[src/rtl/prfo_pkg.sv]
package prfo_pkg;

   localparam int SLOTS     = 32;
   localparam int PKT_BYTES = 64;
   localparam int DEPTH     = SLOTS * PKT_BYTES;

   localparam int SLOT_W = (SLOTS > 1) ? $clog2(SLOTS) : 1;
   localparam int POS_W  = $clog2(PKT_BYTES + 1);
   localparam int IDX_W  = (PKT_BYTES > 1) ? $clog2(PKT_BYTES) : 1;
   localparam int ADDR_W = (DEPTH > 1) ? $clog2(DEPTH) : 1;

   localparam logic REQ_PUSH = 1'b0;
   localparam logic REQ_POP  = 1'b1;

   typedef struct packed {
      logic clear_we;
      logic push;
      logic pop_start;
      logic pop_run;
   } prfo_cmd_type;

   typedef struct packed {
      logic clear_last;
      logic pop_done;
   } prfo_status_type;

endpackage

[src/rtl/prfo_ctrl.sv]
module prfo_ctrl (
   input  logic                      clock,
   input  logic                      reset,
   input  logic                      req_valid,
   input  logic                      req_type,
   output logic                      req_ready,
   input  prfo_pkg::prfo_status_type status,
   output prfo_pkg::prfo_cmd_type    cmd
);
   import prfo_pkg::*;

   localparam logic [1:0] ST_CLEAR = 2'd0;
   localparam logic [1:0] ST_IDLE  = 2'd1;
   localparam logic [1:0] ST_POP   = 2'd2;

   logic [1:0] state_ff;
   logic [1:0] state_in;
   logic       accept;

   assign req_ready = (state_ff == ST_IDLE);
   assign accept    = req_valid && req_ready;

   always_comb begin
      cmd           = '0;
      cmd.clear_we  = (state_ff == ST_CLEAR);
      cmd.push      = accept && (req_type == REQ_PUSH);
      cmd.pop_start = accept && (req_type == REQ_POP);
      cmd.pop_run   = (state_ff == ST_POP);
   end

   always_comb begin
      state_in = state_ff;
      case (state_ff)
         ST_CLEAR: begin
            if (status.clear_last) state_in = ST_IDLE;
         end
         ST_IDLE: begin
            if (cmd.pop_start) state_in = ST_POP;
         end
         ST_POP: begin
            if (status.pop_done) state_in = ST_IDLE;
         end
         default: state_in = ST_CLEAR;
      endcase
   end

   always_ff @(posedge clock) begin
      if (reset) begin
         state_ff <= ST_CLEAR;
      end else begin
         state_ff <= state_in;
      end
   end

endmodule

[config.mk]
export PLATFORM = sky130hd
export DESIGN_NAME = prfo_ctrl
export DESIGN_NICKNAME = d
export VERILOG_FILES = /design/src/rtl/prfo_pkg.sv /design/src/rtl/prfo_ctrl.sv
export SDC_FILE = /design/constraint.sdc
export NUM_CORES = 1
export LEC_CHECK = 0
export ABC_AREA = 1
export BUFFER_PORTS_ARGS = -buffer_cell sky130_fd_sc_hd__buf_2
export CORE_AREA = 4 4 41 43
export DETAILED_ROUTE_END_ITERATION = 6
export DIE_AREA = 0 0 45 47
export GPL_TIMING_DRIVEN = 0
export HOLD_SLACK_MARGIN = 0.03
export MAX_ROUTING_LAYER = met4
export PLACE_DENSITY = 0.35
export SYNTH_ARGS = -nofsm -noshare
export SYNTH_HDL_FRONTEND = slang
export SYNTH_SLANG_ARGS = --single-unit
[constraint.sdc]
create_clock -name clock -period 1.2 [get_ports clock]
set_input_delay 0.06 -clock clock [delete_from_list [all_inputs] [get_ports clock]]
set_output_delay 0.06 -clock clock [all_outputs]
set_load 0.05 [all_outputs]
==> impl_metrics.env, run 1 <==
export IMPL_final_cell_count_no_fill=49
export IMPL_seq_power_share_pct=24.7
export IMPL_regMostFlops="state_ff"
export IMPL_area_growth_pct=126.4
export IMPL_synth_seq_area_share_pct=35.16
export IMPL_reg_largest_list="state_ff (2)"
export IMPL_hold_class="in -> reg"
export IMPL_worst_setup_path_start_kind="flip-flop"
export IMPL_core_um2=1301
export IMPL_p_clk_share_pct=46.9
export IMPL_initial_utilization_pct=8.750
export IMPL_drtIter0Drc=3
export IMPL_finalSetupViolations=0
export IMPL_cap_violations=0
export IMPL_grt_usage_pct=5.375
export IMPL_ios=11
export IMPL_critPathKind="reg -> out"
export IMPL_root_buffer="clkbuf_4"
export IMPL_p_sw_w=0.0001069
export IMPL_num_rows=13
export IMPL_cts_htree_levels=1
export IMPL_worstSkewPairLatency_ns=0.22
export IMPL_drcViolationCount=0
export IMPL_slew_viol_final=0
export IMPL_wl_met1_um=219
export IMPL_final_setup_tns_ns=0
export IMPL_die_h_um=47
export IMPL_finalCritPeriodShare_pct=92.01
export IMPL_dp_hpwl_um=287.4
export IMPL_yosys_warnings=0
export IMPL_syn_nets=25
export IMPL_dp_cells=44
export IMPL_cts_tree="done"
export IMPL_period_minus_slack_ns=1.104
export IMPL_cts_buffer_depth=2
export IMPL_netlist_area_um2=113.9
export IMPL_ys_ff_latch=2
export IMPL_routed_wl_met2_um=97
export IMPL_vias_per_cell=3.429
export IMPL_nFillCells=154
export IMPL_hold_viol=0
export IMPL_topRoutingLayerUsed="met3"
export IMPL_grt_overflow_total=0
export IMPL_clock_fmax_mhz=905.7
export IMPL_n_antenna_cell=0
export IMPL_rsz0062_at_grt="no"
export IMPL_port_buffers=10
export IMPL_antenna_found_initial=0
export IMPL_cts_buffers=3
export IMPL_met3_length_um=71
export IMPL_grt_pass1_wl_um=690
export IMPL_grt_max_degree=6
export IMPL_place_gp_congestion=0.6468
export IMPL_hold_path_startpoint="status[0]"
export IMPL_slew_headroom_pct=83.40
export IMPL_wl_um=388
export IMPL_ant_nets=0
export IMPL_cts_sinks=2
export IMPL_die_w_um=45
export IMPL_die_area_um2=2115
export IMPL_via_count=168
export IMPL_crit_fanout=5
export IMPL_grt_pass1_vias=167
export IMPL_syn_inst=19
export IMPL_synth_avg_cell_area_um2=5.993
export IMPL_startpoint="state_ff[0]$_SDFFE_PP0P_"
export IMPL_arrival_ns=1.04
export IMPL_outcome="completed"
export IMPL_irDropWorstVdd_mv=0.3504
export IMPL_worst_slew_pin_slew_ns=0.2507
export IMPL_power_frac_comb_pct=28.4
export IMPL_leakagePower_nw=0.1391
export IMPL_ys_types=8
export IMPL_wl_per_cell_um=7.918
export IMPL_crit_required_ns=1.14
export IMPL_cellPowerDensity_nw_per_um2=1241
export IMPL_drt_pass1_iterations=4
export IMPL_finClkSkew_ns=0.002354
export IMPL_netSwitchingFraction_pct=33.41
export IMPL_nets=42
export IMPL_largest_reg_flops=2
export IMPL_drive_above_1_share_pct=61.76
export IMPL_intPower_w=0.0002130
export IMPL_worst_setup_path_end_kind="output pin"
export IMPL_r2r_start="state_ff[1]$_SDFFE_PP0P_"
export IMPL_path_clk_slew_ns=0.03
## power by group through the flow
stage / combinational, W / sequential, W / clock (W)
final: 0.0000910 / 0.0000789 / 0.000150
after global routing: 0.0000990 / 0.0000791 / 0.000164
after CTS: 0.0000858 / 0.0000779 / 0.000160
after detailed placement: 0.0000814 / 0.0000780 / 0
after global placement: 0.0000820 / 0.0000783 / 0
after floorplan: 0.0000594 / 0.0000768 / 0
## worst paths after layout
check	end	slack (ns)	cells past startpoint
max	cmd[2]	0.1	5
min	state_ff[1]$_SDFFE_PP0P_	0.14	3
max reg2reg	state_ff[0]$_SDFFE_PP0P_	0.28	5
min reg2reg	state_ff[0]$_SDFFE_PP0P_	0.49	1
## cells by family after synthesis
kind of cell | synth area share (%)
and+or+nand+nor | 39.56
DFF | 35.17
buffers and inverters | 16.49
AOI/OAI and AO/OA | 8.792
## final cells by class
| type | count | area, µm² | area share [%] |
|---|---|---|---|
| sequential | 2 | 42.54 | 16.50 |
| multi-input combinational | 12 | 75.07 | 29.13 |
| tap | 15 | 18.77 | 7.282 |
| inverter | 5 | 18.77 | 7.282 |
| clock buffer | 3 | 22.52 | 8.738 |
| timing repair buffer | 12 | 80.08 | 31.07 |
## what timing repair did
| item | 4_1_cts | 5_1_grt |
|---|---|---|
| setup endpoints to repair | 2 | 3 |
| hold buffers | 1 | 0 |
| resized for setup | 3 | 5 |
| endpoints found under the hold margin | 1 | 0 |
| setup buffers | 0 | 1 |
## critical path: stages, from the launching register on
cell and delay [ns]:
dfxtp_2 0.37, inv_2 0.06, nor2_4 0.09, nand2_2 0.06, nor2_4 0.09, buf_8 0.15
## cells in the mapped netlist
| cell | count | area, µm² |
|---|---|---|
| nand2_1 | 3 | 11.26 |
| nand3b_1 | 1 | 7.510 |
| inv_1 | 5 | 18.77 |
| nand4_1 | 1 | 6.260 |
| nor2_1 | 4 | 15.01 |
| a21oi_1 | 2 | 10.01 |
| dfxtp_1 | 2 | 40.04 |
| nand3_1 | 1 | 5.000 |
## per-layer routing
metal  GRT usage, %  vias to the layer above
met5              -                        -
met4          3.509                        0
met3          5.747                        0
met2          4.802                       13
met1          6.335                       66
li1               -                       89
## cell usage in the layout, fill, tap and decap left out
master,n
a21oi_1,2
buf_2,8
buf_4,2
buf_8,1
clkbuf_4,3
dfxtp_2,2
dlygate4sd3_1,1
inv_1,4
inv_2,1
nand2_1,2
nand2_2,1
nand3_1,1
nand3b_1,1
nand4_1,1
nor2_1,1
nor2_2,1
nor2_4,2
## per-stage QoR
stage	hold slack, ns	setup slack, ns	cell area, µm²	utilization, %	total power, W
2_1_floorplan	0.1291	-0.03114	131.4	-	0.0001362
3_3_place_gp	0.2345	0.1186	200.2	15.38	0.0001603
3_5_place_dp	0.2378	0.1348	200.2	15.38	0.0001594
4_1_cts	0.1301	0.003118	239.0	18.37	0.0003241
5_1_grt	0.1548	0.02149	257.7	19.81	0.0003423
6_report	0.1420	0.09591	257.7	19.81	0.0003198
Power figures use the tool's default switching activity.
==> run 2: changes to the inputs <==
RECOVER_POWER = 50   (was default)
==> run 2 against run 1 <==
Compared with the run above: global-route usage unchanged; worst setup slack better by 0.0053 ns; via count unchanged; cell count unchanged; critical path depth unchanged; flip-flop and latch count unchanged; maximum frequency up 0.48%; non-clock buffer count unchanged; die area unchanged; clock skew down 0.00075 ns.
==> impl_metrics.env, run 2 (synthesis gave the netlist of run 1 again) <==
export IMPL_worstSkewPairLatency_ns=0.22
export IMPL_worst_setup_path_start_kind="flip-flop"
export IMPL_worst_setup_path_end_kind="output pin"
export IMPL_ant_nets=0
export IMPL_port_buffers=10
export IMPL_place_ws_ns=0.1348
export IMPL_antenna_found_initial=0
export IMPL_seq_area_um2=42.54
export IMPL_root_buffer="clkbuf_4"
export IMPL_layout_setup_ws_ns=0.1012
export IMPL_die_w_um=45
export IMPL_initial_utilization_pct=8.750
export IMPL_die_h_um=47
export IMPL_r2r_start="state_ff[1]$_SDFFE_PP0P_"
export IMPL_die_area_um2=2115
export IMPL_nFillCells=156
export IMPL_worst_slew_pin_slew_ns=0.2806
export IMPL_slew_headroom_pct=81.38
export IMPL_grt_pass1_wl_um=690
export IMPL_grt_usage_pct=5.375
export IMPL_rsz0062_at_grt="no"
export IMPL_ios=11
export IMPL_path_buf_inv=2
export IMPL_r2r_cells=5
export IMPL_reg_largest_list="state_ff (2)"
export IMPL_final_cell_mix="buf_2 (7), inv_1 (4), clkbuf_4 (3)"
export IMPL_crit_required_ns=1.14
export IMPL_slowest_stage="dfxtp_2"
export IMPL_wl_um=380
export IMPL_place_gp_congestion=0.6468
export IMPL_mostFrequentLayoutCell="buf_2"
export IMPL_irDropWorstVdd_mv=0.3498
export IMPL_nets=42
export IMPL_cts_sinks=2
export IMPL_largest_reg_flops=2
export IMPL_r2r_end="state_ff[0]$_SDFFE_PP0P_"
export IMPL_crit_chain="inv_2 -> nor2_4 -> nand2_2 -> nor2_4 -> buf_8"
export IMPL_path_clk_slew_ns=0.03
export IMPL_cts_tree="done"
export IMPL_cp_common_cell="nor2_4"
export IMPL_hold_class="in -> reg"
export IMPL_reg2reg_slack_ns=0.26
export IMPL_critPathKind="reg -> out"
export IMPL_wl_per_cell_um=7.755
export IMPL_finalSetupViolations=0
export IMPL_crit_path_max_incr_delay_ns=0.37
export IMPL_regMostFlops="state_ff"
export IMPL_hold_slack_ns=0.1358
export IMPL_drive_above_1_share_pct=58.82
export IMPL_drt_pass1_iterations=4
export IMPL_hold_path_startpoint="status[0]"
export IMPL_dp_hpwl_um=287.4
export IMPL_slew_viol_final=0
export IMPL_period_minus_slack_ns=1.099
export IMPL_crit_fanout=5
export IMPL_cts_htree_levels=1
export IMPL_n_antenna_cell=0
export IMPL_cellPowerDensity_nw_per_um2=1251
export IMPL_min_to="state_ff[1]$_SDFFE_PP0P_"
export IMPL_via_count=168
export IMPL_cts_buffer_depth=2
export IMPL_num_rows=13
export IMPL_hold_viol=0
export IMPL_leakagePower_nw=0.1366
export IMPL_min_path_cells=3
export IMPL_drtIter0Drc=3
export IMPL_grt_overflow_total=0
export IMPL_final_core_util_pct=19.52
export IMPL_clock_fmax_mhz=910.1
export IMPL_cap_violations=0
export IMPL_drcViolationCount=0
export IMPL_vias_per_cell=3.429
export IMPL_finClkSkew_ns=0.001602
export IMPL_outcome="completed"
export IMPL_core_um2=1301
export IMPL_multiInputGateArea_um2=75.07
export IMPL_arrival_ns=1.04
export IMPL_cts_buffers=3
export IMPL_grt_pass1_vias=167
export IMPL_finalCritPeriodShare_pct=91.57
export IMPL_area_growth_pct=123.1
export IMPL_crit_family="flip-flops"
export IMPL_grt_max_degree=6
run 2: area by class of cell:
type / instances / share of cell area, %
well taps: 15 / 7.389
multi-input cells: 12 / 29.56
clock buffers: 3 / 8.867
repair buffers: 12 / 30.05
flip-flops and latches: 2 / 16.75
inverters: 5 / 7.389
run 2: per-stage QoR:
| stage | setup TNS (ns) | total power (W) | cells | instance area [µm²] |
|---|---|---|---|---|
| after detailed placement | 0 | 0.0001594 | 44 | 200.2 |
| after CTS | 0 | 0.0003241 | 48 | 239.0 |
| after floorplan | -0.03114 | 0.0001362 | 19 | 131.4 |
| after global routing | 0 | 0.0003412 | 49 | 254.0 |
| final | 0 | 0.0003177 | 49 | 254.0 |
| after global placement | 0 | 0.0001603 | 44 | 200.2 |
run 2: repair_timing:
action	in CTS	in global routing
buffers inserted	0	1
gates resized for setup	3	5
endpoints found under the hold margin	1	0
setup endpoints to repair	2	3
hold buffers	1	0
run 2: how the worst max path moves through the flow:
stage / from / endpoint / slack, ns / cells after the start
after floorplan: state_ff[0]$_SDFFE_PP0P_ / cmd[2] / -0.03 / 4
after detailed placement: state_ff[0]$_SDFFE_PP0P_ / cmd[2] / 0.13 / 5
final: state_ff[0]$_SDFFE_PP0P_ / cmd[2] / 0.10 / 5
after global routing: state_ff[0]$_SDFFE_PP0P_ / cmd[2] / 0.02 / 5
after global placement: state_ff[0]$_SDFFE_PP0P_ / cmd[2] / 0.12 / 5
after CTS: state_ff[1]$_SDFFE_PP0P_ / cmd[1] / 0.003 / 4
run 2: layer usage:
| layer | track usage [%] | vias to the layer above | share of wire (%) | routed length [µm] |
|---|---|---|---|---|
| li1 | - | 89 | - | - |
| met5 | - | - | 0 | 0 |
| met2 | 4.802 | 13 | 26 | 99 |
| met1 | 6.335 | 66 | 54 | 204 |
| met4 | 3.509 | 0 | 0 | 0 |
| met3 | 5.747 | 0 | 20 | 76 |
run 2: worst register-to-register path: stages (launching register included):
cell and delay [ns]:
dfxtp_2 0.37, inv_1 0.08, nand4_1 0.09, clkbuf_1 0.14
nand2_1 0.07, a21oi_1 0.11
run 2: power by group:
part	internal, W	switching, W	total (W)
logic	0.0000292	0.0000606	0.0000898
clock network	0.000110	0.0000387	0.000149
registers	0.0000721	0.00000660	0.0000787
==> run 3: changes to the inputs <==
==> constraint.sdc (replaced) <==
create_clock -name clock -period 1.2 [get_ports clock]
set_input_delay 0.24 -clock clock [delete_from_list [all_inputs] [get_ports clock]]
set_output_delay 0.24 -clock clock [all_outputs]
set_load 0.05 [all_outputs]
==> run 3 against run 2 <==
Compared with the run above: the flow now finishes with violations (setup timing); clock skew rose by 0.0023 ns; non-clock buffer count increased by 3; worst hold slack better by 0.044 ns; flip-flop and latch count did not move; global-route usage increased by 0.81 points; sequential share of layout area is 1.8 points lower; sequential power down 0.6%; maximum frequency is 13% lower.
==> impl_metrics.env, run 3 (synthesis gave the netlist of run 1 again) <==
export IMPL_outcome="finished, violations left"
export IMPL_violations="setup timing"
export IMPL_cts_buffers=3
export IMPL_r2r_end="state_ff[0]$_SDFFE_PP0P_"
export IMPL_crit_path_max_incr_delay_ns=0.37
export IMPL_slowest_stage="dfxtp_4"
export IMPL_num_rows=13
export IMPL_crit_chain="inv_4 -> nor2_4 -> nand2_2 -> nor2_4 -> buf_8"
export IMPL_slew_headroom_pct=83.57
export IMPL_port_buffers=10
export IMPL_final_area_um2=319.1
export IMPL_layout_setup_ws_ns=-0.06794
export IMPL_wl_per_cell_um=8.192
export IMPL_n_antenna_cell=0
export IMPL_antenna_found_initial=0
export IMPL_nFillCells=152
export IMPL_final_core_util_pct=24.52
export IMPL_largest_reg_flops=2
export IMPL_grt_pass1_vias=188
export IMPL_seq_area_um2=47.55
export IMPL_slew_viol_final=0
export IMPL_grt_overflow_total=0
export IMPL_drive_above_1_share_pct=75.68
export IMPL_drtIter0Drc=1
export IMPL_cellPowerDensity_nw_per_um2=1067
export IMPL_drt_pass1_iterations=2
export IMPL_worst_setup_path_start_kind="flip-flop"
export IMPL_placed_area_um2=203.9
export IMPL_final_setup_tns_ns=-0.1225
export IMPL_period_minus_slack_ns=1.268
export IMPL_r2r_start="state_ff[1]$_SDFFE_PP0P_"
export IMPL_rsz0062_at_grt="yes"
export IMPL_hold_class="in -> reg"
export IMPL_path_clk_slew_ns=0.03
export IMPL_arrival_ns=1.03
export IMPL_hold_viol=0
export IMPL_finalCritPeriodShare_pct=105.7
export IMPL_irDropWorstVdd_mv=0.3570
export IMPL_cts_buffer_depth=2
export IMPL_core_um2=1301
export IMPL_nets=45
export IMPL_reg_largest_list="state_ff (2)"
export IMPL_via_count=179
export IMPL_ctsHoldBuffers=0
export IMPL_ios=11
export IMPL_critPathKind="reg -> out"
export IMPL_mostFrequentLayoutCell="buf_2"
export IMPL_grt_usage_pct=6.184
export IMPL_crit_required_ns=0.96
export IMPL_endpoint="cmd[2]"
export IMPL_root_buffer="clkbuf_4"
export IMPL_drcViolationCount=0
export IMPL_wl_um=426
export IMPL_cts_tree="done"
export IMPL_initial_utilization_pct=8.750
export IMPL_dp_hpwl_um=283.1
export IMPL_vias_per_cell=3.442
export IMPL_die_w_um=45
export IMPL_worst_slew_pin_slew_ns=0.2482
export IMPL_worst_setup_path_end_kind="output pin"
export IMPL_ant_nets=0
export IMPL_die_area_um2=2115
export IMPL_cts_htree_levels=1
export IMPL_final_cell_mix="buf_2 (6), clkbuf_4 (4), buf_4 (4)"
export IMPL_die_h_um=47
export IMPL_cts_sinks=2
export IMPL_reg2reg_slack_ns=0.18
export IMPL_clock_fmax_mhz=788.7
export IMPL_total_power_w=0.0003405
export IMPL_place_gp_congestion=0.6092
export IMPL_area_growth_pct=180.2
export IMPL_worstSkewPairLatency_ns=0.22
export IMPL_finClkSkew_ns=0.003901
export IMPL_multiInputGateArea_um2=86.33
export IMPL_grt_max_degree=6
export IMPL_grt_pass1_wl_um=821
export IMPL_leakagePower_nw=0.1594
export IMPL_r2r_cells=6
export IMPL_startpoint="state_ff[0]$_SDFFE_PP0P_"
export IMPL_cp_common_cell="nor2_4"
export IMPL_cap_violations=0
export IMPL_crit_fanout=5
export IMPL_finalSetupViolations=3
export IMPL_regMostFlops="state_ff"
==> run 3: cell types whose count changed in the layout (fill, tap and decap cells not counted), sizes merged <==
cell	change
dlygate4sd3	-1
clkbuf	-1
buf	+5
==> run 3: worst min-delay path by stage <==
stage                     startpoint                  endpoint  slack [ns]  depth (start not counted)
after floorplan                reset  state_ff[1]$_SDFFE_PP0P_        0.31                          1
after global routing           reset  state_ff[1]$_SDFFE_PP0P_        0.16                          2
after detailed placement       reset  state_ff[1]$_SDFFE_PP0P_        0.41                          2
final                          reset  state_ff[1]$_SDFFE_PP0P_        0.18                          2
after global placement         reset  state_ff[1]$_SDFFE_PP0P_        0.41                          2
after CTS                      reset  state_ff[1]$_SDFFE_PP0P_        0.17                          2
==> run 3: per-stage QoR <==
step           setup WS, ns  cells  hold WS [ns]
2_1_floorplan       -0.1768     19        0.3091
3_3_place_gp       -0.01799     44        0.4137
3_5_place_dp       -0.01457     44        0.4128
4_1_cts            -0.07561     52        0.1651
5_1_grt             -0.1472     52        0.1649
6_report           -0.06794     52        0.1795
==> run 3: critical path, delay by kind of cell (launching register included) <==
family	cells	cell delay (ns)
simple gates	3	0.24
buf+inv	2	0.19
flops	1	0.37
==> run 3: cell type report <==
| type | count | area share [%] |
|---|---|---|
| Multi-Input combinational cell | 12 | 27.06 |
| Clock buffer | 3 | 7.059 |
| Sequential cell | 2 | 14.90 |
| Tap cell | 15 | 5.882 |
| Inverter | 5 | 7.451 |
| Timing Repair Buffer | 15 | 37.65 |
==> run 3: timing repair <==
item,4_1_cts,5_1_grt
setup endpoints to repair,5,7
resized for setup,12,8
pin swaps,3,2
buffers inserted,5,1
==> run 3: power breakdown <==
| part | internal (W) | leakage, nW | switching, W |
|---|---|---|---|
| Sequential | 0.0000699 | 0.0178 | 0.00000835 |
| Clock | 0.000110 | 0.0138 | 0.0000386 |
| Combinational | 0.0000463 | 0.128 | 0.0000669 |
| Total | 0.000227 | 0.159 | 0.000114 |
==> run 3: routing by layer <==
| layer | vias up | GRT usage [%] | routed length [µm] |
|---|---|---|---|
| met5 | - | - | 0 |
| met4 | 0 | 5.263 | 0 |
| met3 | 0 | 3.448 | 59 |
| met2 | 11 | 5.932 | 143 |
| met1 | 72 | 8.352 | 223 |
| li1 | 96 | - | - |
